## src/hdl/bap_pkg.sv

```systemverilog
// Shared types and constants for the block-average pixelation unit.
// No dependencies; every other file but bap_ram imports this package.
package bap_pkg;

  localparam int PIX_W     = 8;   // one color component
  localparam int ROW_W     = 16;  // row position and image height
  localparam int OCOL_W    = 10;  // column field of a result beat
  localparam int WIDTH_W   = 11;  // image_width register
  localparam int CFG_W     = 16;  // widest configuration register
  localparam int CFG_IDX_W = 1;
  localparam int SUM_W_MAX = 14;  // holds 8*8*255, the largest block sum

  // Block descriptor queue between the front and the back
  localparam int QDEPTH = 4;
  localparam int QPTR_W = 2;
  localparam int QCNT_W = 3;

  // Configuration register indexes
  localparam logic [CFG_IDX_W-1:0] CFG_IMAGE_WIDTH  = 1'b0;
  localparam logic [CFG_IDX_W-1:0] CFG_IMAGE_HEIGHT = 1'b1;

  localparam logic [WIDTH_W-1:0] WIDTH_RST  = 11'd640;
  localparam logic [ROW_W-1:0]   HEIGHT_RST = 16'd480;

  // One finished block: origin and the three channel sums (red, green, blue)
  typedef struct packed {
    logic [ROW_W-1:0]                row0;
    logic [OCOL_W-1:0]               col0;
    logic [2:0][SUM_W_MAX-1:0]       sum;
  } desc_t;

  // Free space of the descriptor queue as seen by the front
  typedef struct packed {
    logic room1;
    logic room2;
  } q_status_t;

endpackage

```

## src/hdl/bap_queue.sv

```systemverilog
// Short descriptor queue that decouples accumulation from burst output.
// Depends on bap_pkg.
module bap_queue (
  input  logic               clk,
  input  logic               rst_n,
  input  logic               push,
  input  bap_pkg::desc_t     push_desc,
  input  logic               pop,
  output logic               head_valid,
  output bap_pkg::desc_t     head_desc,
  output bap_pkg::q_status_t q_status
);
  import bap_pkg::*;

  desc_t             mem_r [QDEPTH];
  logic [QPTR_W-1:0] wptr_r, rptr_r;
  logic [QCNT_W-1:0] count_r;

  // Store on push
  always_ff @(posedge clk) begin
    if (push) begin
      mem_r[wptr_r] <= push_desc;
    end
  end

  // Pointers and fill level
  always_ff @(posedge clk) begin
    if (!rst_n) begin
      wptr_r  <= '0;
      rptr_r  <= '0;
      count_r <= '0;
    end else begin
      if (push) begin
        wptr_r <= wptr_r + QPTR_W'(1);
      end
      if (pop) begin
        rptr_r <= rptr_r + QPTR_W'(1);
      end
      unique case ({push, pop})
        2'b10:   count_r <= count_r + QCNT_W'(1);
        2'b01:   count_r <= count_r - QCNT_W'(1);
        default: count_r <= count_r;
      endcase
    end
  end

  assign head_valid     = (count_r != '0);
  assign head_desc      = mem_r[rptr_r];
  assign q_status.room1 = (count_r < QCNT_W'(QDEPTH));
  assign q_status.room2 = (count_r <= QCNT_W'(QDEPTH - 2));

endmodule

```

## config.mk

```make
export PLATFORM = sky130hd
export DESIGN_NAME = bap_queue
export DESIGN_NICKNAME = d
export VERILOG_FILES = /design/src/hdl/bap_pkg.sv /design/src/hdl/bap_queue.sv
export SDC_FILE = /design/constraint.sdc
export NUM_CORES = 1
export LEC_CHECK = 0
export BUFFER_PORTS_ARGS = -buffer_cell sky130_fd_sc_hd__buf_4
export CORE_AREA = 2 2 155 157
export CTS_CLUSTER_DIAMETER = 60
export DETAILED_ROUTE_END_ITERATION = 10
export DIE_AREA = 0 0 157 159
export GPL_TIMING_DRIVEN = 0
export PLACE_DENSITY = 0.78
export SLEW_MARGIN = 20
export SYNTH_ARGS = -nofsm -noshare
export SYNTH_HDL_FRONTEND = slang
export SYNTH_SLANG_ARGS = --single-unit
```

## constraint.sdc

```tcl
create_clock -name clk -period 2.52 [get_ports clk]
set_clock_uncertainty 0.05 [all_clocks]
set_input_delay 0.252 -clock clk [delete_from_list [all_inputs] [get_ports clk]]
set_output_delay 0.252 -clock clk [all_outputs]
set_load 0.01 [all_outputs]
```

Word level (Yosys, flattened, before mapping)
Memories as Yosys holds them, arrays and structs flattened. A register that Yosys moved wholly into a read port is not among the register bits.
Index checks and enable logic that the tools add are counted.
{ "word_totals": {"register_bits": 7, "mem_count": 1, "elab_cells": 19, "mem_bits_rw": 272, "output_inout_bits": 71} }
{ "classes": {"n_mux": 5, "add_sub_neg": 4, "n_eq_ne": 2, "magnitude_cmp": 2, "n_reduce_logical": 2} }
{ "memory_table": {"columns": ["memory", "depth", "word_bits", "read_ports", "rd_ports_with_merged_regs", "write_ports", "line", "rtl"], "rows": [
  ["mem_r", 4, 68, 1, 1, 1, "bap_queue.sv:15", "desc_t mem_r [QDEPTH];"]
]} }
{ "op_table": {"columns": ["operator", "n"], "rows": [
  ["3-bit one-hot mux with 2 select lines", 1],
  ["2-bit by 1-bit adder with 2-bit output, second input constant", 2],
  ["2-bit 2-to-1 mux", 2],
  ["3-bit by 1-bit adder with 3-bit output, second input constant", 1],
  ["3-bit by 2-bit less-or-equal comparator with 1-bit output, second input constant", 1],
  ["3-bit less-than comparator, second input constant", 1],
  ["3-bit nonzero test", 1],
  ["3-bit by 1-bit subtractor with 3-bit output, second input constant", 1],
  ["2-bit by 1-bit equality test with 1-bit output, second input constant", 1],
  ["2-bit equality test, second input constant", 1],
  ["1-bit 2-to-1 mux", 2],
  ["2-bit nonzero test", 1]
]} }

Logic depth before layout (Yosys ltp)
Gate-level depths: netlist of the first run.
{ "depth": {"word_depth": 3, "ltp_mapped": 7, "depth_no_buf": 7} }

Worst setup path after synthesis of the first run
No wires, ideal clock.
{ "synth_timing": {"kind": "register -> register", "from": "register wptr_r[0]", "to": "memory mem_r[0][0] (netlist bit) (enable)", "required_time_ns": 2.037, "n_path_buf": 0, "slack_ns": -0.099, "period_less_slack_ns": 2.619, "arrival_ns": 2.136, "setup_time_ns": 0.433, "path_stages_with_launch": 4, "cell_sequence": "dfxtp_1 -> inv_1 -> ha_1 -> and2_1"} }
{ "synth_lines": {"columns": ["item", "line", "rtl"], "rows": [
  ["start: declaration", "bap_queue.sv:16", "logic [QPTR_W-1:0] wptr_r, rptr_r;"],
  ["start signal: assignment", "bap_queue.sv:34", "wptr_r <= wptr_r + QPTR_W'(1);"],
  ["end: declaration", "bap_queue.sv:15", null]
]} }
Straight into the memory's write port.

==> results of run 1 <==
-- final cells by class --
| cell class | instances | area, um^2 | area share [%] |
|---|---|---|---|
| Sequential cell | 281 | 8350 | 61.9 |
| Clock buffer | 39 | 803 | 5.95 |
| Buffer | 16 | 146 | 1.08 |
| Clock inverter | 13 | 118 | 0.872 |
| Timing Repair Buffer | 215 | 1870 | 13.8 |
| Multi-Input combinational cell | 99 | 1790 | 13.2 |
| Inverter | 7 | 26.3 | 0.195 |
| Tap cell | 319 | 399 | 2.96 |
-- synth_stat cells (all sizes together) --
cell type and count:
edfxtp 272, mux4 68, buf 12, and2 10
dfxtp 9, inv 7, ha 5, clkbuf 4
xor2 3, nand2 2, o21ai 2, xnor2 2
a21boi 1, a21oi 1, fa 1, mux2i 1
nand3 1, nor2b 1, or3 1
-- worst max path at each step --
stage | endpoint | cells after the start
6_report | head_desc[0] | 4
5_1_grt | head_desc[9] | 4
4_1_cts | head_desc[45] | 4
3_5_place_dp | head_desc[27] | 5
3_3_place_gp | mem_r[0][23] | 3
2_1_floorplan | mem_r[2][0] | 3
-- where the power goes --
group          switching, mW  internal, mW  total [mW]
logic                  0.571         0.681        1.25
clock network           1.64          2.42        4.06
registers             0.0531          5.36        5.42
-- sequential cells by signal, summed over array words and instances (netlist names), named ones only --
register  flops
count_r       3
wptr_r        2
mem_r       272
rptr_r        2
-- per-stage QoR --
step | util, % | setup slack [ns] | hold WS, ns | area (um^2) | std cells
CTS | 58.2 | 0.0296 | 0.0181 | 13500 | 989
global route | 58.2 | 0.00300 | 0.0207 | 13500 | 989
global placement | 50.7 | 0.0436 | 0.400 | 11800 | 864
detailed placement | 51.2 | 0.523 | 0.404 | 11900 | 868
floorplan | - | 0.643 | 0.301 | 10300 | 403
finish | 58.2 | 0.129 | 0.0333 | 13500 | 989
-- worst max-delay path, delay by kind of cell, from the launching register on --
| family | cells | cell delay [ns] |
|---|---|---|
| buffers and inverters | 3 | 0.85 |
| muxes | 1 | 0.41 |
| DFF | 1 | 0.30 |
-- cells by family (layout without fill, tap and decap cells) --
kind of cell               Yosys count  after routing  synth area share [%]
DFF                                281            281                  81.1
muxes                               69             69                  15.0
buffers and inverters               23            290                  1.58
and+or+nand+nor                     15             15                 0.851
adders and majority gates            6              6                 0.803
xor gates and xnor gates             5              5                 0.426
AOI/OAI and AO/OA                    4              4                 0.219
-- routing by layer --
layer	vias to the layer above	global-route usage, %	routed length (um)
met2	140	27.6	10200
met4	2	4.09	336
met3	29	2.91	899
met5	-	0	13
met1	2536	18.6	7570
li1	2199	-	-
-- repair_timing --
| action | 4_1_cts | 5_1_grt |
|---|---|---|
| hold buffers | 69 | 0 |
| hold endpoints to repair | 281 | 0 |
| endpoints found under the setup margin | 14 | 12 |
| gates resized for setup | 2 | 5 |
| pin swaps | 0 | 0 |
==> metrics list, run 1 <==
- The library cell used most frequently in the layout, excluding fill and tap cells, is edfxtp_1.
* Residual antenna-violating net count after detailed routing: 0
* Slew @ Worst Pin: 0.612 ns
- Sorting the synthesized cells by area gives the leading types as edfxtp_1, mux4_2, dfxtp_1, and2_1, ha_1.
- Pwr Density: 795 nW/um^2
- The area growth from synthesis to layout is 31.2%.
- Standard cell with the maximum stage delay on the critical path: clkbuf_1
* Clock Pin Slew Worst Setup and Hold Paths: around 0.06 ns
- Origin of the critical flop-to-flop path: wptr_r[0]
* Clock tree from TritonCTS: done
- R2r setup slk: 0.75 ns
* Number of max-cap violations: 0
- In this run the number of H-tree levels came out at 1.
* Initial antenna violation count: 1
- Dividing the synthesized area by the synthesized cell count gives 25.5 um^2.
* Type of the most critical hold path: input pin to register
- Yosys synthesis warning count: 0
- The initialized floorplan defines 56 standard-cell rows.
- Counting flops and latches in the post-synthesis netlist gives 281.
- The count of final hold-check violations was 0.
- Detailed routing inserted a total of 4906 vias.
* Number of fill cells in the layout: roughly 1700
- Routability cong.: 0.720
* Router iterations before antenna repair: 4
* Library cell used as clock root buffer: clkbuf_16
- Nature of the critical path startpoint: register
- The tree built by TritonCTS fans out to 281 sinks.
- Total design power: 10.7 mW
- In this run the biggest area consumer among cell types represents 79.4% of the synthesized area.
- Source of the worst hold timing path: push
- The worst setup path is captured at a primary output.
- Static Leak: roughly 4.6 nW
- Die width: 157 um
* Post-synthesis instance total: 403
- Count of different cell masters after synthesis: 22
- Unrepaired setup endpoints after global routing: no
* TritonCTS Buffers: 28
- Most used cells in the layout excluding fill and tap cells: edfxtp_1, buf_4, dlygate4sd3_1
- The die covers 25000 um^2.
- Depth of the most critical reg-to-reg path: 4
- Initial core utilization: 44.4%
* Total setup buffers inserted after CTS: 0
- The via count of the first global-routing pass came to 5392.
- The routed design could run at a clock period as short as 2.39 ns.
- For this run, the top clock speed supported by timing is 418 MHz.
- Worst-path cell chain: buf_2 -> clkbuf_1 -> mux4_2 -> buf_4
- Crit Reg-Reg Endpoint: mem_r[2][20]
* Maximum number of pins on one net before global-route repair: 39
* Placeable Area: 23200 um^2
- The first global-routing pass estimated between 20000 and 30000 um of wire.
* Final-report max-slew violation count: 0
- The worst pin sits at a relative slew slack of 59.2%.
- Wirelength, routed: 19000 um
- The run finished with clean final reports.
* Number of nets at the end of the flow: around 730
- After detailed routing, the average wire length per cell comes to about 19 um.
- After detailed routing, the number of vias per cell comes to roughly 5.
- In this run, the number of DRC markers left after iteration 0 of detailed routing was 275.
- Dividing the final minimum period by the clock period gives 94.9%.
- The post-route netlist has about two fifths of its cells at a drive strength greater than 1.
- Across the VDD grid, the largest voltage drop is roughly 0.6 mV.
* Setup violators final: 0
* Post-synth net total: roughly 480
* Required time of the critical path: 2.22 ns
* Number of diodes added for antenna fixing: 0
- Maximum fanout encountered on the critical timing path: 10
- CP arrival: 2.09 ns
- After routing, the total negative slack on setup checks comes to 0 ns.
- 143 I/O pins were placed.
- Final routed DRC violation total: 0
- The die is 159 um tall.
* Capture endpoint of the worst hold path: wptr_r[1]
* Top cell type by total area after synthesis: edfxtp_1
- Critical path start-end classification: register to primary output
- Total global routing track utilization: 15.2%
- For this run, the slowest stage of the critical path takes roughly 0.5 ns.
- Remaining global-route overflow: 0
- Sequential cells were found to cover 81.1% of the synthesized design area.
- Clock insertion delay at the later pin of the skew report: 0.53 ns
- The HPWL after detailed placement is 11500 um.
- The longest clock path from root to sink contains 3 buffers.
* Buffers added on ports: 142
- Cell area after synthesis: just over 10000 um^2
- The worst hold path passes through 3 cells.
(Power assumes the default switching activity.)
==> inputs of run 2 (changes only) <==
--- a/config.mk
+++ b/config.mk
@@ -7,6 +7,7 @@
 export LEC_CHECK = 0
 export BUFFER_PORTS_ARGS = -buffer_cell sky130_fd_sc_hd__buf_4
 export CORE_AREA = 2 2 155 157
+export CTS_BUF_LIST = sky130_fd_sc_hd__clkbuf_4
 export CTS_CLUSTER_DIAMETER = 60
 export DETAILED_ROUTE_END_ITERATION = 10
 export DIE_AREA = 0 0 157 159
==> metrics list, run 2 (synthesis results as in run 1) <==
- Top Registers: mem_r x272, count_r x3 (unchanged)
- Required time of the critical path: 2.22 ns (about the same)
- The maximum fanout along the worst path came to 10 (unchanged).
* Sinks on the clock net: 281 (unchanged)
* Static Leak: 4.78 nW (was 4.63 nW)
* CTS HTree Levels: 3 (was 1)
* Clock buffer depth: 3 (unchanged)
- Part of the total power dissipated in sequential elements: 51.9% (was 50.5%)
- The max-slew violation count was 0 (unchanged).
- Layout Cell Area excl Fill: 13600 um^2 (was 13500 um^2)
- The timing-limited maximum frequency came to 418 MHz (about the same).
- The sink of the worst hold path is mem_r[3][39] (was wptr_r[1]).
- The number of fill cells is 1670 (was 1659).
* Number of max-cap violations: 0 (unchanged)
* TritonCTS Buffers: 71 (was 28)
- Initial core utilization: 44.4% (unchanged)
* Die width: 157 um (unchanged)
- Source of the worst hold timing path: push_desc[39] (was push)
- The area of the core was 23200 um^2 (unchanged).
- Initial antenna violation count: 2 (was 1)
- Remaining global-route overflow: 0 (unchanged)
- The register with the most flip-flops is mem_r (unchanged).
- Largest incremental delay on the critical path: 0.53 ns (was 0.50 ns)
- The wire length of the first global-routing pass was 30200 um (was 29200 um).
- The portion of the clock cycle consumed by the worst path in the final layout is 95.0% (was 94.9%).
- The via count is 5260 (was 4906).
- The startpoint of the worst register-to-register path is wptr_r[0] (unchanged).
- The weighted congestion at the end of routability-driven global placement came to 0.720 (unchanged).
- The number of flip-flops in the largest register was 272 (unchanged).
- The power spent charging and discharging nets was 2.38 mW (was 2.26 mW).
* Area of all sequential standard cells: 8350 um^2 (about the same)
* Number of core rows: 56 (unchanged)
* I/O pin cnt: 143 (unchanged)
* Maximum number of pins on one net before global-route repair: 39 (unchanged)
- Unrepaired setup endpoints after global routing: no (unchanged).
* Most used cells in the layout excluding fill and tap cells: edfxtp_1, buf_4, clkbuf_4 (was edfxtp_1, buf_4, dlygate4sd3_1)
* Min Tclk post-route: 2.39 ns (about the same)
* CP arrival: 2.09 ns (about the same)
- Pwr Density: 767 nW/um^2 (was 795 nW/um^2)
- The class of the most critical hold timing path was input pin to register (unchanged).
- The worst max-slew margin expressed relative to the limit is 64.7% (was 59.2%).
- Sum of negative setup slack: 0 ns (unchanged)
- Buffers added on ports: 142 (unchanged)
* R2r setup slk: 0.71 ns (was 0.75 ns)
- Number of nets at the end of the flow: 780 (was 726)
* Slew @ Worst Pin: 0.530 ns (was 0.612 ns)
- The via count of the first global-routing pass is 5777 (was 5392).
- The clock transition at the registers of the reported paths came to 0.07 ns (was 0.06 ns).
* Clock tree from TritonCTS: done (unchanged)
* Crit Reg-Reg Endpoint: mem_r[2][50] (was mem_r[2][20])
- Buffers and inverters on the worst path: 4 (was 3)
- The maximum vdd ir drop was 0.517 mV (was 0.593 mV).
- The synthesis-to-finish area growth came to 32.2% (was 31.2%).
* Detailed-route vias per instance: 4.90 (was 4.96)
* Die span in y: 159 um (unchanged)
- The cell family contributing the most delay on the critical path is buffers and inverters (unchanged).
- Wirelength, routed: 19800 um (was 19000 um)
- The multi-input logic area is 1790 um^2 (unchanged).
* Post-detailed-placement cell area: 11900 um^2 (unchanged)
- The type of the worst setup path is register to primary output (unchanged).
- Sum of net half-perimeters after detailed placement: 11500 um (unchanged)
* Run status: complete, no violations (unchanged)
* Router iterations before antenna repair: 4 (unchanged)
- DIE AREA: 25000 um^2 (unchanged)
* Depth of the most critical reg-to-reg path: 4 (unchanged)
* Total global routing track utilization: 16.0% (was 15.2%)
- The most common library cell in the layout ignoring fill and taps was edfxtp_1 (unchanged).
- Library cell used as clock root buffer: clkbuf_4 (was clkbuf_16)
- The combinational power share is 12.5% (was 11.7%).
* Detailed Route Iter0 Violations: 212 (was 275)
- Category of the worst setup path capture point: primary output (unchanged)
- Final routed DRC violation total: 0 (unchanged)
* Number of cells on the worst hold path: 2 (was 3)
* Standard cell with the maximum stage delay on the critical path: mux4_2 (was clkbuf_1)
- Fraction of layout instances using a drive strength above 1: 45.6% (was 41.0%)
- The switching power as a share of total power was 22.8% (was 21.1%).
- Worst-path cell chain: buf_8 -> buf_12 -> buf_12 -> mux4_2 -> buf_6 (was buf_2 -> clkbuf_1 -> mux4_2 -> buf_4).
* Internal power: 8.06 mW (was 8.47 mW)
- Clock insertion delay at the later pin of the skew report: 0.65 ns (was 0.53 ns)
- Nature of the critical path startpoint: register (unchanged)
- Cell with the most instances on the worst path: buf_12
- The fraction of power consumed by the clock network came to 35.7% (was 37.8%).
* Drt wl/cell: 18.5 um (was 19.2 um)
- Endpoints failing hold: 0 (unchanged)
* Setup violators final: 0 (unchanged)
* Residual antenna-violating net count after detailed routing: 0 (unchanged)
==> run 2: power groups by stage <==
stage          logic (mW)  registers, mW  clock network (mW)
2_1_floorplan       0.614           5.50                   0
3_3_place_gp         1.12           5.51                   0
3_5_place_dp         1.18           5.52                   0
4_1_cts              1.30           5.42                3.83
5_1_grt              1.39           5.43                4.08
6_report             1.30           5.41                3.72
==> run 2: area by class of cell <==
class,instances,share of cell area [%]
repair buffers,226,14.7
multi-input cells,99,13.1
clock inverters,29,1.20
well taps,319,2.93
plain buffers,16,1.18
inverters,7,0.193
clock buffers,96,5.30
diodes,1,0.0184
flip-flops and latches,281,61.4
==> run 2: stage by stage <==
step | hold slack, ns | setup WS [ns] | std cells | util (%) | total power [mW]
floorplan | 0.301 | 0.643 | 403 | - | 6.11
global placement | 0.400 | 0.0436 | 864 | 50.7 | 6.63
detailed placement | 0.404 | 0.523 | 868 | 51.2 | 6.70
CTS | 0.226 | -0.0170 | 1065 | 58.3 | 10.5
global route | 0.253 | 0.0178 | 1074 | 58.7 | 10.9
finish | 0.300 | 0.127 | 1074 | 58.7 | 10.4
==> run 2: timing repair <==
| item | CTS | global route |
|---|---|---|
| gates resized for setup | 15 | 1 |
| setup buffers | 0 | 7 |
| pin swaps | 0 | 0 |
| endpoints found under the hold margin | 281 | 0 |
| setup endpoints to repair | 60 | 12 |
| hold buffers | 72 | 0 |
| gates cloned | 0 | 1 |
==> run 2: routing by layer <==
metal	wire (um)	part of all wire, %	global-route usage, %	vias up
met3	1130	5.7	4.52	39
met1	7670	39	18.5	2684
met2	10600	54	28.0	179
met5	14	0.071	0	-
li1	-	-	-	2356
met4	398	2.0	6.76	2
==> run 2: worst max path at each step <==
| stage | endpoint | cells past startpoint |
|---|---|---|
| after floorplan | mem_r[2][0] | 3 |
| after global placement | mem_r[0][23] | 3 |
| after detailed placement | head_desc[27] | 5 |
| after CTS | head_desc[27] | 5 |
| after global routing | head_desc[38] | 5 |
| final | head_desc[30] | 5 |
