<file path="src/hdl/bap_pkg.sv">
// Shared types and constants for the block-average pixelation unit.
// No dependencies; every other file but bap_ram imports this package.
package bap_pkg;

  localparam int PIX_W     = 8;   // one color component
  localparam int ROW_W     = 16;  // row position and image height
  localparam int OCOL_W    = 10;  // column field of a result beat
  localparam int WIDTH_W   = 11;  // image_width register
  localparam int CFG_W     = 16;  // widest configuration register
  localparam int CFG_IDX_W = 1;
  localparam int SUM_W_MAX = 14;  // holds 8*8*255, the largest block sum

  // Block descriptor queue between the front and the back
  localparam int QDEPTH = 4;
  localparam int QPTR_W = 2;
  localparam int QCNT_W = 3;

  // Configuration register indexes
  localparam logic [CFG_IDX_W-1:0] CFG_IMAGE_WIDTH  = 1'b0;
  localparam logic [CFG_IDX_W-1:0] CFG_IMAGE_HEIGHT = 1'b1;

  localparam logic [WIDTH_W-1:0] WIDTH_RST  = 11'd640;
  localparam logic [ROW_W-1:0]   HEIGHT_RST = 16'd480;

  // One finished block: origin and the three channel sums (red, green, blue)
  typedef struct packed {
    logic [ROW_W-1:0]                row0;
    logic [OCOL_W-1:0]               col0;
    logic [2:0][SUM_W_MAX-1:0]       sum;
  } desc_t;

  // Free space of the descriptor queue as seen by the front
  typedef struct packed {
    logic room1;
    logic room2;
  } q_status_t;

endpackage

</file>
<file path="src/hdl/bap_ifs.sv">


interface bap_res_if;
  import bap_pkg::*;
  logic              valid;
  logic              ready;
  logic [ROW_W-1:0]  out_row;
  logic [OCOL_W-1:0] out_col;
  logic [PIX_W-1:0]  red_avg;
  logic [PIX_W-1:0]  green_avg;
  logic [PIX_W-1:0]  blue_avg;
  logic              block_done;
  modport source (output valid, output out_row, output out_col, output red_avg,
                  output green_avg, output blue_avg, output block_done, input ready);
  modport sink   (input valid, input out_row, input out_col, input red_avg,
                  input green_avg, input blue_avg, input block_done, output ready);
endinterface

</file>
<file path="src/hdl/bap_back.sv">
// Back end: turns block descriptors into bursts of result beats.
// Computes the block averages and drives the output register. Depends on bap_pkg, bap_ifs.
module bap_back #(
  parameter int BLOCK_SIZE = 4
) (
  input  logic           clk,
  input  logic           rst_n,
  input  logic           head_valid,
  input  bap_pkg::desc_t head_desc,
  output logic           pop,
  bap_res_if.source      res
);
  import bap_pkg::*;

  // Division by the block area as a reciprocal multiply, exact below 2**SUM_W_MAX
  localparam int AREA  = BLOCK_SIZE * BLOCK_SIZE;
  localparam int LOG_A = $clog2(AREA);
  localparam int SHIFT = SUM_W_MAX + LOG_A;
  localparam int RECIP = ((1 << SHIFT) + AREA - 1) / AREA;
  localparam int RW    = $clog2(RECIP + 1);
  localparam int PW    = SUM_W_MAX + RW;
  localparam int SUB_W = $clog2(BLOCK_SIZE);

  localparam logic [SUB_W-1:0] SUB_LAST = SUB_W'(BLOCK_SIZE - 1);

  logic                  active_r;
  logic [ROW_W-1:0]      row0_r;
  logic [OCOL_W-1:0]     col0_r;
  logic [2:0][PIX_W-1:0] avg_r, avg_nxt;
  logic [SUB_W-1:0]      bi_r, bj_r;
  logic [PW-1:0]         prod [3];

  logic                  out_valid_r;
  logic [ROW_W-1:0]      out_row_r;
  logic [OCOL_W-1:0]     out_col_r;
  logic [2:0][PIX_W-1:0] out_avg_r;
  logic                  out_done_r;

  logic advance, last_beat;

  assign advance   = active_r && (!out_valid_r || res.ready);
  assign last_beat = (bi_r == SUB_LAST) && (bj_r == SUB_LAST);
  assign pop       = head_valid && (!active_r || (advance && last_beat));

  // Averages of the head descriptor
  always_comb begin
    for (int ch = 0; ch < 3; ch++) begin
      prod[ch]    = PW'(head_desc.sum[ch]) * PW'(RECIP);
      avg_nxt[ch] = PIX_W'(prod[ch] >> SHIFT);
    end
  end

  // Load a new burst or step through the current one
  always_ff @(posedge clk) begin
    if (!rst_n) begin
      active_r <= 1'b0;
    end else if (pop) begin
      active_r <= 1'b1;
    end else if (advance && last_beat) begin
      active_r <= 1'b0;
    end
  end

  always_ff @(posedge clk) begin
    if (pop) begin
      row0_r <= head_desc.row0;
      col0_r <= head_desc.col0;
      avg_r  <= avg_nxt;
      bi_r   <= '0;
      bj_r   <= '0;
    end else if (advance) begin
      if (bj_r == SUB_LAST) begin
        bj_r <= '0;
        bi_r <= bi_r + SUB_W'(1);
      end else begin
        bj_r <= bj_r + SUB_W'(1);
      end
    end
  end

  // Output register: hold while stalled
  always_ff @(posedge clk) begin
    if (!rst_n) begin
      out_valid_r <= 1'b0;
    end else if (advance) begin
      out_valid_r <= 1'b1;
    end else if (res.ready) begin
      out_valid_r <= 1'b0;
    end
  end

  always_ff @(posedge clk) begin
    if (advance) begin
      out_row_r  <= row0_r + ROW_W'(bi_r);
      out_col_r  <= col0_r + OCOL_W'(bj_r);
      out_avg_r  <= avg_r;
      out_done_r <= last_beat;
    end
  end

  assign res.valid      = out_valid_r;
  assign res.out_row    = out_row_r;
  assign res.out_col    = out_col_r;
  assign res.red_avg    = out_avg_r[0];
  assign res.green_avg  = out_avg_r[1];
  assign res.blue_avg   = out_avg_r[2];
  assign res.block_done = out_done_r;

endmodule

</file>
<file path="src/flat_wrapper.sv">
// flat-port wrapper written by rule: the top's interface ports become plain ports
module bap_back_flat import bap_pkg::*;
#(
  parameter int BLOCK_SIZE = 4
)
  (clk, rst_n, head_valid, head_desc, pop, res_valid, res_out_row, res_out_col, res_red_avg, res_green_avg, res_blue_avg, res_block_done, res_ready);
  bap_res_if res_i ();
  input  logic clk;
  input  logic rst_n;
  input  logic head_valid;
  input  bap_pkg::desc_t head_desc;
  output logic pop;
  output wire logic [$bits(res_i.valid)-1:0] res_valid;
  output wire logic [$bits(res_i.out_row)-1:0] res_out_row;
  output wire logic [$bits(res_i.out_col)-1:0] res_out_col;
  output wire logic [$bits(res_i.red_avg)-1:0] res_red_avg;
  output wire logic [$bits(res_i.green_avg)-1:0] res_green_avg;
  output wire logic [$bits(res_i.blue_avg)-1:0] res_blue_avg;
  output wire logic [$bits(res_i.block_done)-1:0] res_block_done;
  input wire logic [$bits(res_i.ready)-1:0] res_ready;
  assign res_valid = res_i.valid;
  assign res_out_row = res_i.out_row;
  assign res_out_col = res_i.out_col;
  assign res_red_avg = res_i.red_avg;
  assign res_green_avg = res_i.green_avg;
  assign res_blue_avg = res_i.blue_avg;
  assign res_block_done = res_i.block_done;
  assign res_i.ready = res_ready;
  bap_back #(.BLOCK_SIZE(BLOCK_SIZE)) u_core (.clk(clk), .rst_n(rst_n), .head_valid(head_valid), .head_desc(head_desc), .pop(pop), .res(res_i));
endmodule
</file>
<file path="config.mk">
export PLATFORM = sky130hd
export DESIGN_NAME = bap_back_flat
export DESIGN_NICKNAME = d
export VERILOG_FILES = /design/src/hdl/bap_pkg.sv /design/src/hdl/bap_ifs.sv /design/src/hdl/bap_back.sv /design/src/flat_wrapper.sv
export SDC_FILE = /design/constraint.sdc
export NUM_CORES = 1
export LEC_CHECK = 0
export BUFFER_PORTS_ARGS = -buffer_cell sky130_fd_sc_hd__buf_2
export CAP_MARGIN = 20
export CORE_MARGIN = 5
export CORE_UTILIZATION = 45
export CTS_BUF_LIST = sky130_fd_sc_hd__clkbuf_8
export DETAILED_ROUTE_END_ITERATION = 12
export PLACE_DENSITY = 0.72
export SLEW_MARGIN = 20
export SYNTH_ARGS = -nofsm -noshare
export SYNTH_HDL_FRONTEND = slang
export SYNTH_SLANG_ARGS = --single-unit
</file>
<file path="constraint.sdc">
create_clock -name clk -period 3.4 [get_ports clk]
set_input_delay 0.17 -clock clk [delete_from_list [all_inputs] [get_ports clk]]
set_output_delay 0.17 -clock clk [all_outputs]
set_load 0.05 [all_outputs]
</file>
Word-level counts from Yosys, hierarchy flattened

Cells that the tools add are included.

Add/sub/neg operators: 4
$mul: 0
Divide/modulo/power cells: 0
Order comparisons: 0
Eq/ne operators: 2
Shift operators: 0
Muxes and demuxes: 5
Bitwise operators: 0
Reduce and logical (&&, ||, !) cells: 11

Operators with widths:

| operator                                     | count |
|---|---|
| adder 16 x 2 -> 16 bit                       | 1 |
| adder 10 x 2 -> 10 bit                       | 1 |
| adder 2 x 1 -> 2 bit (second input constant) | 2 |
| equality test 2 bit (second input constant)  | 2 |
| logical AND 1 bit                            | 4 |
| 2-to-1 mux 1 bit                             | 4 |
| nonzero test 2 bit                           | 2 |
| zero test 1 bit                              | 2 |
| logical OR 1 bit                             | 2 |
| 2-to-1 mux 2 bit                             | 1 |
| AND reduction 2 bit                          | 1 |

Flip-flop bits (word level): 107
Latch bits: 0
Bits in writable memories: 0
Bits in read-only memories: 0
Input bits: 72
Output and inout bits: 53
Logic and storage cells: 37
Memories: 0

Depth between registers and ports, before layout

Gate-level depths: netlist (run 1).

Depth after elaboration: 7
Mapped depth: 6
Gate-level depth less buffers: 6

Least setup slack after synthesis (run 1)

OpenSTA, ideal clock, no wires.

Path type: flip-flop to flip-flop
From: reg u_core.out_valid_r (netlist: u_core.res.valid)
To: reg u_core.avg_r[0] (netlist name), enable pin
Setup time: 0.450 ns
Arrival time: 2.838 ns
Required time: 2.950 ns
Path slack: 0.113 ns
Cell stages (with the launch flop): 5
Path buffers: 1
Clock period less this slack: 3.287 ns
Path through: dfxtp_1 > nor2b_1 > o21ai_0 > and2_1 > clkbuf_1

Longest elaborated chain between the ends: 6

Ends and longest elaborated chain:

| what                   | RTL line           | RTL |
|---|---|---|
| start, declared        | bap_back.sv:33     | `logic out_valid_r;` |
| start signal, assigned | bap_back.sv:84     | `out_valid_r <= 1'b0;` |
| start signal, assigned | bap_back.sv:86     | `out_valid_r <= 1'b1;` |
| start signal, assigned | bap_back.sv:88     | `out_valid_r <= 1'b0;` |
| zero test 1 bit        | bap_back.sv:41     | `assign advance = active_r && (!out_valid_r \|\| res.ready);` |
| logical OR 1 bit       | bap_back.sv:41     |  |
| logical AND 1 bit      | bap_back.sv:41     |  |
| logical AND 1 bit      | bap_back.sv:43     | `assign pop = head_valid && (!active_r \|\| (advance && last_beat));` |
| logical OR 1 bit       | bap_back.sv:43     |  |
| logical AND 1 bit      | bap_back.sv:43     |  |
| via pop                | flat_wrapper.sv:12 | `output logic pop;` |
| end signal, assigned   | bap_back.sv:68     | `avg_r <= avg_nxt;` |
| end, declared          | bap_back.sv:29     | `logic [2:0][PIX_W-1:0] avg_r, avg_nxt;` |

The timed path passes the listed nets, and every way through them passes these cells.
A chain may end at the register's enable or synchronous reset.

Worst setup path after layout (run 1)

From: reg u_core.bj_r[1]
To: out pop

Longest elaborated chain between the ends: 5

Ends and longest elaborated chain:

| what                   | RTL line           | RTL |
|---|---|---|
| start, declared        | bap_back.sv:30     | `logic [SUB_W-1:0] bi_r, bj_r;` |
| start signal, assigned | bap_back.sv:76     | `bj_r <= bj_r + SUB_W'(1);` |
| equality test 2 bit    | bap_back.sv:42     | `assign last_beat = (bi_r == SUB_LAST) && (bj_r == SUB_LAST);` |
| logical AND 1 bit      | bap_back.sv:42     |  |
| logical AND 1 bit      | bap_back.sv:43     |  |
| logical OR 1 bit       | bap_back.sv:43     |  |
| logical AND 1 bit      | bap_back.sv:43     |  |
| end, declared          | flat_wrapper.sv:12 |  |

Every way passes these cells.

==> impl_metrics.json, run 1 <==
{
  "status": "finished clean",
  "multi_input_area_um2": 614,
  "crit_path_max_incr_delay_ns": 0.41,
  "drt_iter0_markers": 56,
  "final_cell_mix": "buf_2, edfxtp_1, dlygate4sd3_1",
  "ant_nets": 0,
  "grt_pass1_wl_mm": 10.6,
  "ys_async_sr_fraction": 0,
  "ir_drop_uv": 194,
  "drtPass1Iterations": 4,
  "cp.arrival_ns": 2.07,
  "clock-sinks": 107,
  "drcViolationCount": 0,
  "die_width_um": 102,
  "synth_top_flop_cell": "edfxtp_1",
  "gp_congestion": 0.742,
  "core-area_um2": 8220,
  "netlist_instances": 196,
  "die_h_um": 102,
  "crit_path_end_kind": "output port",
  "setup_tns_ns": 0,
  "syn_avg_cell_area_um2": 19.3,
  "ys_seq_elements": 107,
  "htreeDepth": 3,
  "cp-start-kind": "register",
  "cpLargestDelayFamily": "buffers and inverters",
  "drive_gt1_frac": 0.344,
  "vias_per_cell": 4.53,
  "yosysTopAreaCell": "edfxtp_1",
  "switchingPower_mw": 0.639,
  "die_area_um2": 10400,
  "fin_crit_ns": 2.24,
  "mappedNetlistArea_um2": 3790,
  "rows": 33,
  "power.density_nw_per_um2": 508,
  "track_usage": 0.138,
  "critPathSlowestCell": "dfxtp_1",
  "dpl_cell_area_um2": 4460,
  "fill_cells": 640,
  "crit_buf_inv": 2,
  "internal-power_mw": 1.98,
  "drv_cap": 0,
  "vias": 2147,
  "design_area_um2": 5150,
  "max_slew.worst_pin.slew_ns": 1.00,
  "antenna_found_initial": 0,
  "synthTopCellsByArea": "edfxtp_1, dfxtp_1, xor2_1",
  "fin_worst_skew_ns": 0.0136,
  "synth_top_area_frac": 0.801,
  "cts.path.max_buffers": 2,
  "setup_viol": 0,
  "nets": 444,
  "crit_required_ns": 3.23,
  "slew_headroom": 0.332,
  "hold_violations": 0,
  "cp.depth": 6,
  "rsz0062_at_grt": "false",
  "min_path_cells": 2,
  "dp_hpwl_mm": 4.66,
  "slew_viol_final": 0,
  "p_leak_nw": 2.02,
  "syn2layout_area_growth_pct": 35.9,
  "synth_warnings": 0,
  "drt-wirelength-per-cell_um": 14.3,
  "synth_edf_count": 101,
  "grt-ovfl-total": 0,
  "cts_tree": "yes",
  "cts_root_buffer": "clkbuf_8",
  "cp_cell_sequence": "ha_1 > nand2_1 > o21ai_0 > and2_2 > buf_4 > buf_2",
  "reg2reg_depth": 5,
  "pre_cts_slack_ns": 1.50,
  "clk_latency_ns": 0.35,
  "cts-buffers-inserted": 9,
  "antenna_cells": 0,
  "drt-total-wl_mm": 6.76,
  "path_class": "reg -> out",
  "syn_nets": 276,
  "final_common_cell": "buf_2",
  "hold_class": "in -> reg",
  "worst-path-max-fanout": 25,
  "grt_max_degree": 52,
  "yosysSeqAreaShare": 0.832,
  "p_seq_frac": 0.600,
  "timing.fmax_ghz": 0.447,
  "path_clk_slew_ns": 0.09,
  "pwr-share-comb": 0.124,
  "setup_ws_ns": 1.16,
  "fin_crit_sh": 0.658,
  "p_total_mw": 2.62,
  "post_cts_buffers": 0,
  "pwr-share-clk": 0.276,
  "grt_pass1_vias": 2283,
  "initial_utilization": 0.461,
  "switching_share": 0.244,
  "io_buffers": 106,
  "ys_types": 28,
  "seq_area_um2": 3150,
  "ios": 125
}
synthesized netlist by cell type, types with 4 or more instances:
cell and instances:
edfxtp_1 101, xor2_1 12, xnor2_1 11, nand3_1 9, nor2_1 9, nand2_1 8, dfxtp_1 6, ha_1 6
inv_1 5, a21oi_1 4, nand4_1 4
registers in the layout (all words and copies together) (netlist names):
signal                 count
u_core.active_r            1
u_core.avg_r              24
u_core.bi_r                2
u_core.bj_r                2
u_core.col0_r             10
u_core.res.block_done      1
u_core.res.blue_avg        8
u_core.res.green_avg       8
u_core.res.out_col        10
u_core.res.out_row        16
u_core.res.red_avg         8
u_core.res.valid           1
u_core.row0_r             16
kinds of logic after synthesis:
logic type / count (synthesis) / synth area share
xor+xnor: 23 / 0.0532
flops: 107 / 0.832
mux: 1 / 0.00264
compound gates: 7 / 0.0106
fa+ha+maj: 8 / 0.0304
simple gates: 44 / 0.0651
buf+inv: 6 / 0.00594
layout make-up:
class / count / share of cell area
Tap cell: 105 / 0.0255
Inverter: 5 / 0.00365
Clock inverter: 7 / 0.0119
Timing Repair Buffer: 158 / 0.203
Clock buffer: 9 / 0.0241
Multi-Input combinational cell: 83 / 0.119
Sequential cell: 107 / 0.612
final timing paths:
kind | from | endpoint | slack [ns]
min | rst_n | u_core.res.valid | 0.04
max reg2reg | u_core.row0_r[1] | u_core.res.out_row[15] | 1.50
max | u_core.bj_r[1] | pop | 1.16
min reg2reg | u_core.avg_r[4] | u_core.res.red_avg[4] | 0.43
worst reg2reg max path, stage by stage, from the launching register on:
cell	delay (ns)
edfxtp_1	0.45
ha_1	0.30
a21oi_1	0.11
or4b_4	0.61
nor2_2	0.11
xor2_1	0.07
what timing repair did:
action | in CTS | in global routing
hold buffers | 49 | 1
resized for setup | 0 | 0
endpoints found under the setup margin | 0 | 0
hold endpoints to repair | 49 | 1
metal layers:
layer | part of all wire | routed length, um | GRT usage
met5 | 0 | 0 | 0
met1 | 0.39 | 2640 | 0.156
met2 | 0.54 | 3620 | 0.254
met3 | 0.058 | 394 | 0.0269
met4 | 0.015 | 102 | 0.0583
through the flow:
step                hold slack (ns)  instances  utilization
floorplan                     0.269        196            -
global placement              0.347        408        0.543
detailed placement            0.348        408        0.543
CTS                         0.00119        473        0.625
global route                 0.0254        474        0.627
finish                       0.0417        474        0.627
power by group through the flow:
stage	clock network (mW)	logic (mW)	registers [mW]
3_3_place_gp	0	0.277	1.60
2_1_floorplan	0	0.0622	1.73
5_1_grt	0.801	0.345	1.58
3_5_place_dp	0	0.282	1.60
4_1_cts	0.749	0.326	1.57
6_report	0.723	0.323	1.57
No activity file was read; power rests on OpenSTA's default activity.
==> inputs of run 2 (changes only) <==
==> constraint.sdc (replaced) <==
create_clock -name clk -period 2.3 [get_ports clk]
set_input_delay 0.115 -clock clk [delete_from_list [all_inputs] [get_ports clk]]
set_output_delay 0.115 -clock clk [all_outputs]
set_load 0.05 [all_outputs]
==> run 2 against run 1 <==
Compared with the run above: global-route usage rose by 0.84 points; sequential share of layout area fell by 0.38 points; non-clock buffer count rose by 5; largest power group unchanged.
==> impl_metrics.json, run 2 (synthesis results as in run 1) <==
{
  "clock-sinks": 107,
  "drcViolationCount": 0,
  "drive_gt1_frac": 0.348,
  "max_slew.worst_pin.slew_ns": 0.501,
  "drt_iter0_markers": 40,
  "ir_drop_uv": 333,
  "setup_ws_ns": 0.204,
  "setup_tns_ns": 0,
  "io_buffers": 106,
  "top_register": "u_core.avg_r",
  "postLayoutCoreUtil": 0.631,
  "track_usage": 0.146,
  "path_clk_slew_ns": 0.08,
  "cp-start-kind": "register",
  "hold_class": "in -> reg",
  "dpl_cell_area_um2": 4500,
  "timing.fmax_ghz": 0.477,
  "p_total_mw": 3.77,
  "clk_latency_ns": 0.36,
  "setup_viol": 0,
  "grt_max_degree": 27,
  "holdWs_ns": 0.105,
  "initial_utilization": 0.461,
  "hold_violations": 0,
  "fin_crit_ns": 2.10,
  "antenna_found_initial": 0,
  "antenna_cells": 0,
  "rows": 33,
  "grt_pass1_wl_mm": 11.2,
  "drtPass1Iterations": 4,
  "ctsResizeCount": 0,
  "cts.path.max_buffers": 2,
  "drt-total-wl_mm": 7.23,
  "slew_headroom": 0.665,
  "design_area_um2": 5180,
  "htreeDepth": 3,
  "grt_pass1_vias": 2289,
  "final_common_cell": "buf_2",
  "vias": 2194,
  "grt-ovfl-total": 0,
  "final_cell_mix": "buf_2, edfxtp_1, dlygate4sd3_1",
  "die_width_um": 102,
  "die_area_um2": 10400,
  "r2r-start": "u_core.bj_r[1]",
  "min-delay-start": "res_ready",
  "path_class": "reg -> out",
  "dp_hpwl_mm": 4.88,
  "crit_start": "u_core.bj_r[1]",
  "slew_viol_final": 0,
  "cts_hold_buf": 52,
  "syn2layout_area_growth_pct": 36.8,
  "core-area_um2": 8220,
  "worst-path-max-fanout": 11,
  "gp_congestion": 0.798,
  "status": "finished clean",
  "post_cts_buffers": 0,
  "fin_worst_skew_ns": 0.0122,
  "cts-buffers-inserted": 9,
  "rsz0062_at_grt": "false",
  "ant_nets": 0,
  "p_leak_nw": 2.03,
  "cts_root_buffer": "clkbuf_8",
  "ios": 125,
  "power.density_nw_per_um2": 728,
  "fin_crit_sh": 0.911,
  "vias_per_cell": 4.58,
  "nets": 449,
  "die_h_um": 102,
  "crit_path_end_kind": "output port",
  "drv_cap": 0,
  "dp.cells": 411,
  "pre_cts_slack_ns": 0.405,
  "finalNonFillerCells": 479,
  "cp.arrival_ns": 1.98,
  "drt-wirelength-per-cell_um": 15.1,
  "cts_tree": "yes",
  "largest_reg_flops": 24,
  "crit_required_ns": 2.18,
  "fill_cells": 612
}
-- run 2: final cells by class --
cell class                 instances  area, um^2  share of cell area
clock buffer                       9         124              0.0239
clock inverter                     7        38.8             0.00749
inverter                           5        18.8             0.00362
multi-input combinational         83         614               0.119
sequential                       107        3150               0.609
tap                              105         131              0.0254
timing repair buffer             163        1100               0.213
-- run 2: final timing paths --
kind / endpoint / slack [ns] / depth (start not counted)
worst min-delay path: u_core.res.valid / 0.10 / 3
worst max register to register: u_core.avg_r[0] / 0.42 / 5
worst max-delay path: pop / 0.20 / 5
worst min register to register: u_core.res.blue_avg[2] / 0.42 / 0
-- run 2: where the power goes --
group	switching, mW	total [mW]	leakage [nW]	internal [mW]
Sequential	0.0515	2.32	1.01	2.27
Clock	0.575	0.955	0.0867	0.380
Combinational	0.327	0.497	0.939	0.170
-- run 2: critical path, cell delays in order, from the launching register on --
cell	delay (ns)
dfxtp_1	0.42
ha_1	0.22
nand2_1	0.09
o21ai_0	0.21
and2_2	0.37
buf_2	0.33
-- run 2: layer usage --
layer  vias to the layer above  part of all wire  track usage
met1                      1028              0.38        0.163
li1                       1081                 -            -
met2                        68              0.53        0.264
met5                         -                 0            0
met4                         0             0.031       0.0828
met3                        17             0.055       0.0234
==> inputs of run 3 (changes only) <==
--- a/config.mk
+++ b/config.mk
@@ -6,7 +6,6 @@
 export NUM_CORES = 1
 export LEC_CHECK = 0
 export BUFFER_PORTS_ARGS = -buffer_cell sky130_fd_sc_hd__buf_2
-export CAP_MARGIN = 20
 export CORE_MARGIN = 5
 export CORE_UTILIZATION = 45
 export CTS_BUF_LIST = sky130_fd_sc_hd__clkbuf_8
==> constraint.sdc (replaced) <==
create_clock -name clk -period 2.3 [get_ports clk]
set_input_delay 0.46 -clock clk [delete_from_list [all_inputs] [get_ports clk]]
set_output_delay 0.46 -clock clk [all_outputs]
set_load 0.05 [all_outputs]
==> run 3 against run 2 <==
Compared with the run above: non-clock buffer count down 54; power up 5.4%; sequential cell count unchanged; combinational power down 15%; worst setup slack worse by 0.058 ns; critical path type unchanged; critical endpoint unchanged; largest power group unchanged.
==> impl_metrics.json, run 3 (synthesis results as in run 1) <==
{
  "slew_viol_final": 0,
  "die_h_um": 102,
  "dp.cells": 409,
  "cts_tree": "yes",
  "holdWs_ns": 0.272,
  "syn2layout_area_growth_pct": 24.6,
  "slew_headroom": 0.754,
  "io_buffers": 106,
  "finalNonFillerCells": 425,
  "antenna_cells": 0,
  "path_class": "reg -> out",
  "vias": 1937,
  "grt-ovfl-total": 0,
  "initial_utilization": 0.461,
  "path_clk_slew_ns": 0.10,
  "switching_share": 0.245,
  "drt_iter0_markers": 18,
  "drt-wirelength-per-cell_um": 14.7,
  "cp.arrival_ns": 1.69,
  "reg2reg_slack_ns": 0.43,
  "final_common_cell": "buf_2",
  "fin_crit_sh": 0.936,
  "cts_hold_buf": 0,
  "ant_nets": 0,
  "cts-buffers-inserted": 9,
  "antenna_found_initial": 0,
  "top_register": "u_core.avg_r",
  "htreeDepth": 3,
  "p_leak_nw": 1.84,
  "hold_violations": 0,
  "die_width_um": 102,
  "drtPass1Iterations": 4,
  "postLayoutCoreUtil": 0.574,
  "cts_root_buffer": "clkbuf_8",
  "fin_crit_ns": 2.15,
  "min-delay-start": "head_desc[38]",
  "vias_per_cell": 4.56,
  "rows": 33,
  "track_usage": 0.125,
  "crit_start": "u_core.bj_r[0]",
  "status": "finished clean",
  "setup_tns_ns": 0,
  "nets": 395,
  "drcViolationCount": 0,
  "drt-total-wl_mm": 6.24,
  "setup_ws_ns": 0.146,
  "pre_cts_slack_ns": 0.425,
  "hold_class": "in -> reg",
  "hold-path-endpoint": "u_core.avg_r[22]",
  "power.density_nw_per_um2": 842,
  "fin_worst_skew_ns": 0.0110,
  "setup_viol": 0,
  "cpLargestDelayFamily": "flip-flops",
  "ios": 125,
  "design_area_um2": 4720,
  "timing.fmax_ghz": 0.464,
  "p_total_mw": 3.98,
  "grt_pass1_wl_mm": 9.55,
  "switchingPower_mw": 0.972,
  "drive_gt1_frac": 0.416,
  "clock-sinks": 107,
  "core-area_um2": 8220,
  "ir_drop_uv": 332,
  "reg2reg_depth": 5,
  "final_cell_mix": "buf_2, edfxtp_1, xor2_1",
  "crit_buf_inv": 1,
  "max_slew.worst_pin.slew_ns": 0.367,
  "grt_pass1_vias": 1973,
  "dpl_cell_area_um2": 4500,
  "critPathSlowestCell": "dfxtp_1",
  "p_seq_frac": 0.583,
  "pwr-share-comb": 0.106,
  "largest_reg_flops": 24,
  "gp_congestion": 0.781,
  "clk_latency_ns": 0.35,
  "dp_hpwl_mm": 4.61,
  "crit_required_ns": 1.84,
  "pwr-share-clk": 0.311,
  "grt_max_degree": 52,
  "min_path_cells": 1,
  "drv_cap": 0,
  "r2r-end": "u_core.res.out_row[15]",
  "cp-start-kind": "register",
  "cts.path.max_buffers": 2,
  "r2r-start": "u_core.row0_r[1]",
  "worst-path-max-fanout": 4,
  "cp_cell_sequence": "ha_1 > nand2_1 > o21ai_0 > and2_2 > buf_4",
  "internal-power_mw": 3.00,
  "crit_path_end_kind": "output port",
  "die_area_um2": 10400,
  "crit_path_max_incr_delay_ns": 0.40
}
run 3: changes by cell type in the layout (fill, tap and decap cells not counted), sizes merged:
cell | before | now
dlygate4sd3 | 52 | 0
clkinvlp | 2 | 0
bufinv | 0 | 2
buf | 111 | 109
run 3: per-layer routing:
layer	GRT usage	share of wire	vias to the layer above
met5	0	0	-
met4	0.0542	0.021	0
met3	0.0427	0.075	10
met2	0.205	0.50	60
met1	0.151	0.41	896
li1	-	-	971
run 3: worst max path at each step:
stage          slack, ns  cells after the start                      to
6_report            0.15                      5                     pop
4_1_cts             0.03                      5                     pop
3_3_place_gp        0.47                      5                     pop
3_5_place_dp        0.43                      5  u_core.res.out_row[15]
2_1_floorplan       0.14                      3   u_core.res.block_done
5_1_grt            -0.02                      5                     pop
run 3: area by class of cell:
type / instances / area, um^2
fillers: 666 / 3500
flip-flops and latches: 107 / 3150
multi-input cells: 83 / 614
repair buffers: 109 / 581
well taps: 105 / 131
clock buffers: 9 / 124
clock inverters: 7 / 96.3
inverters: 5 / 18.8
run 3: repair_timing:
| item | in CTS | in global routing |
|---|---|---|
| setup buffers | 0 | 0 |
| resized for setup | 0 | 3 |
| setup endpoints to repair | 0 | 1 |
run 3: power groups by stage:
stage                     clock network, mW  registers, mW  logic [mW]
final                                  1.24           2.32       0.421
after global routing                   1.36           2.33       0.449
after CTS                              1.27           2.32       0.428
after detailed placement                  0           2.36       0.428
after global placement                    0           2.36       0.420
after floorplan                           0           2.55      0.0928
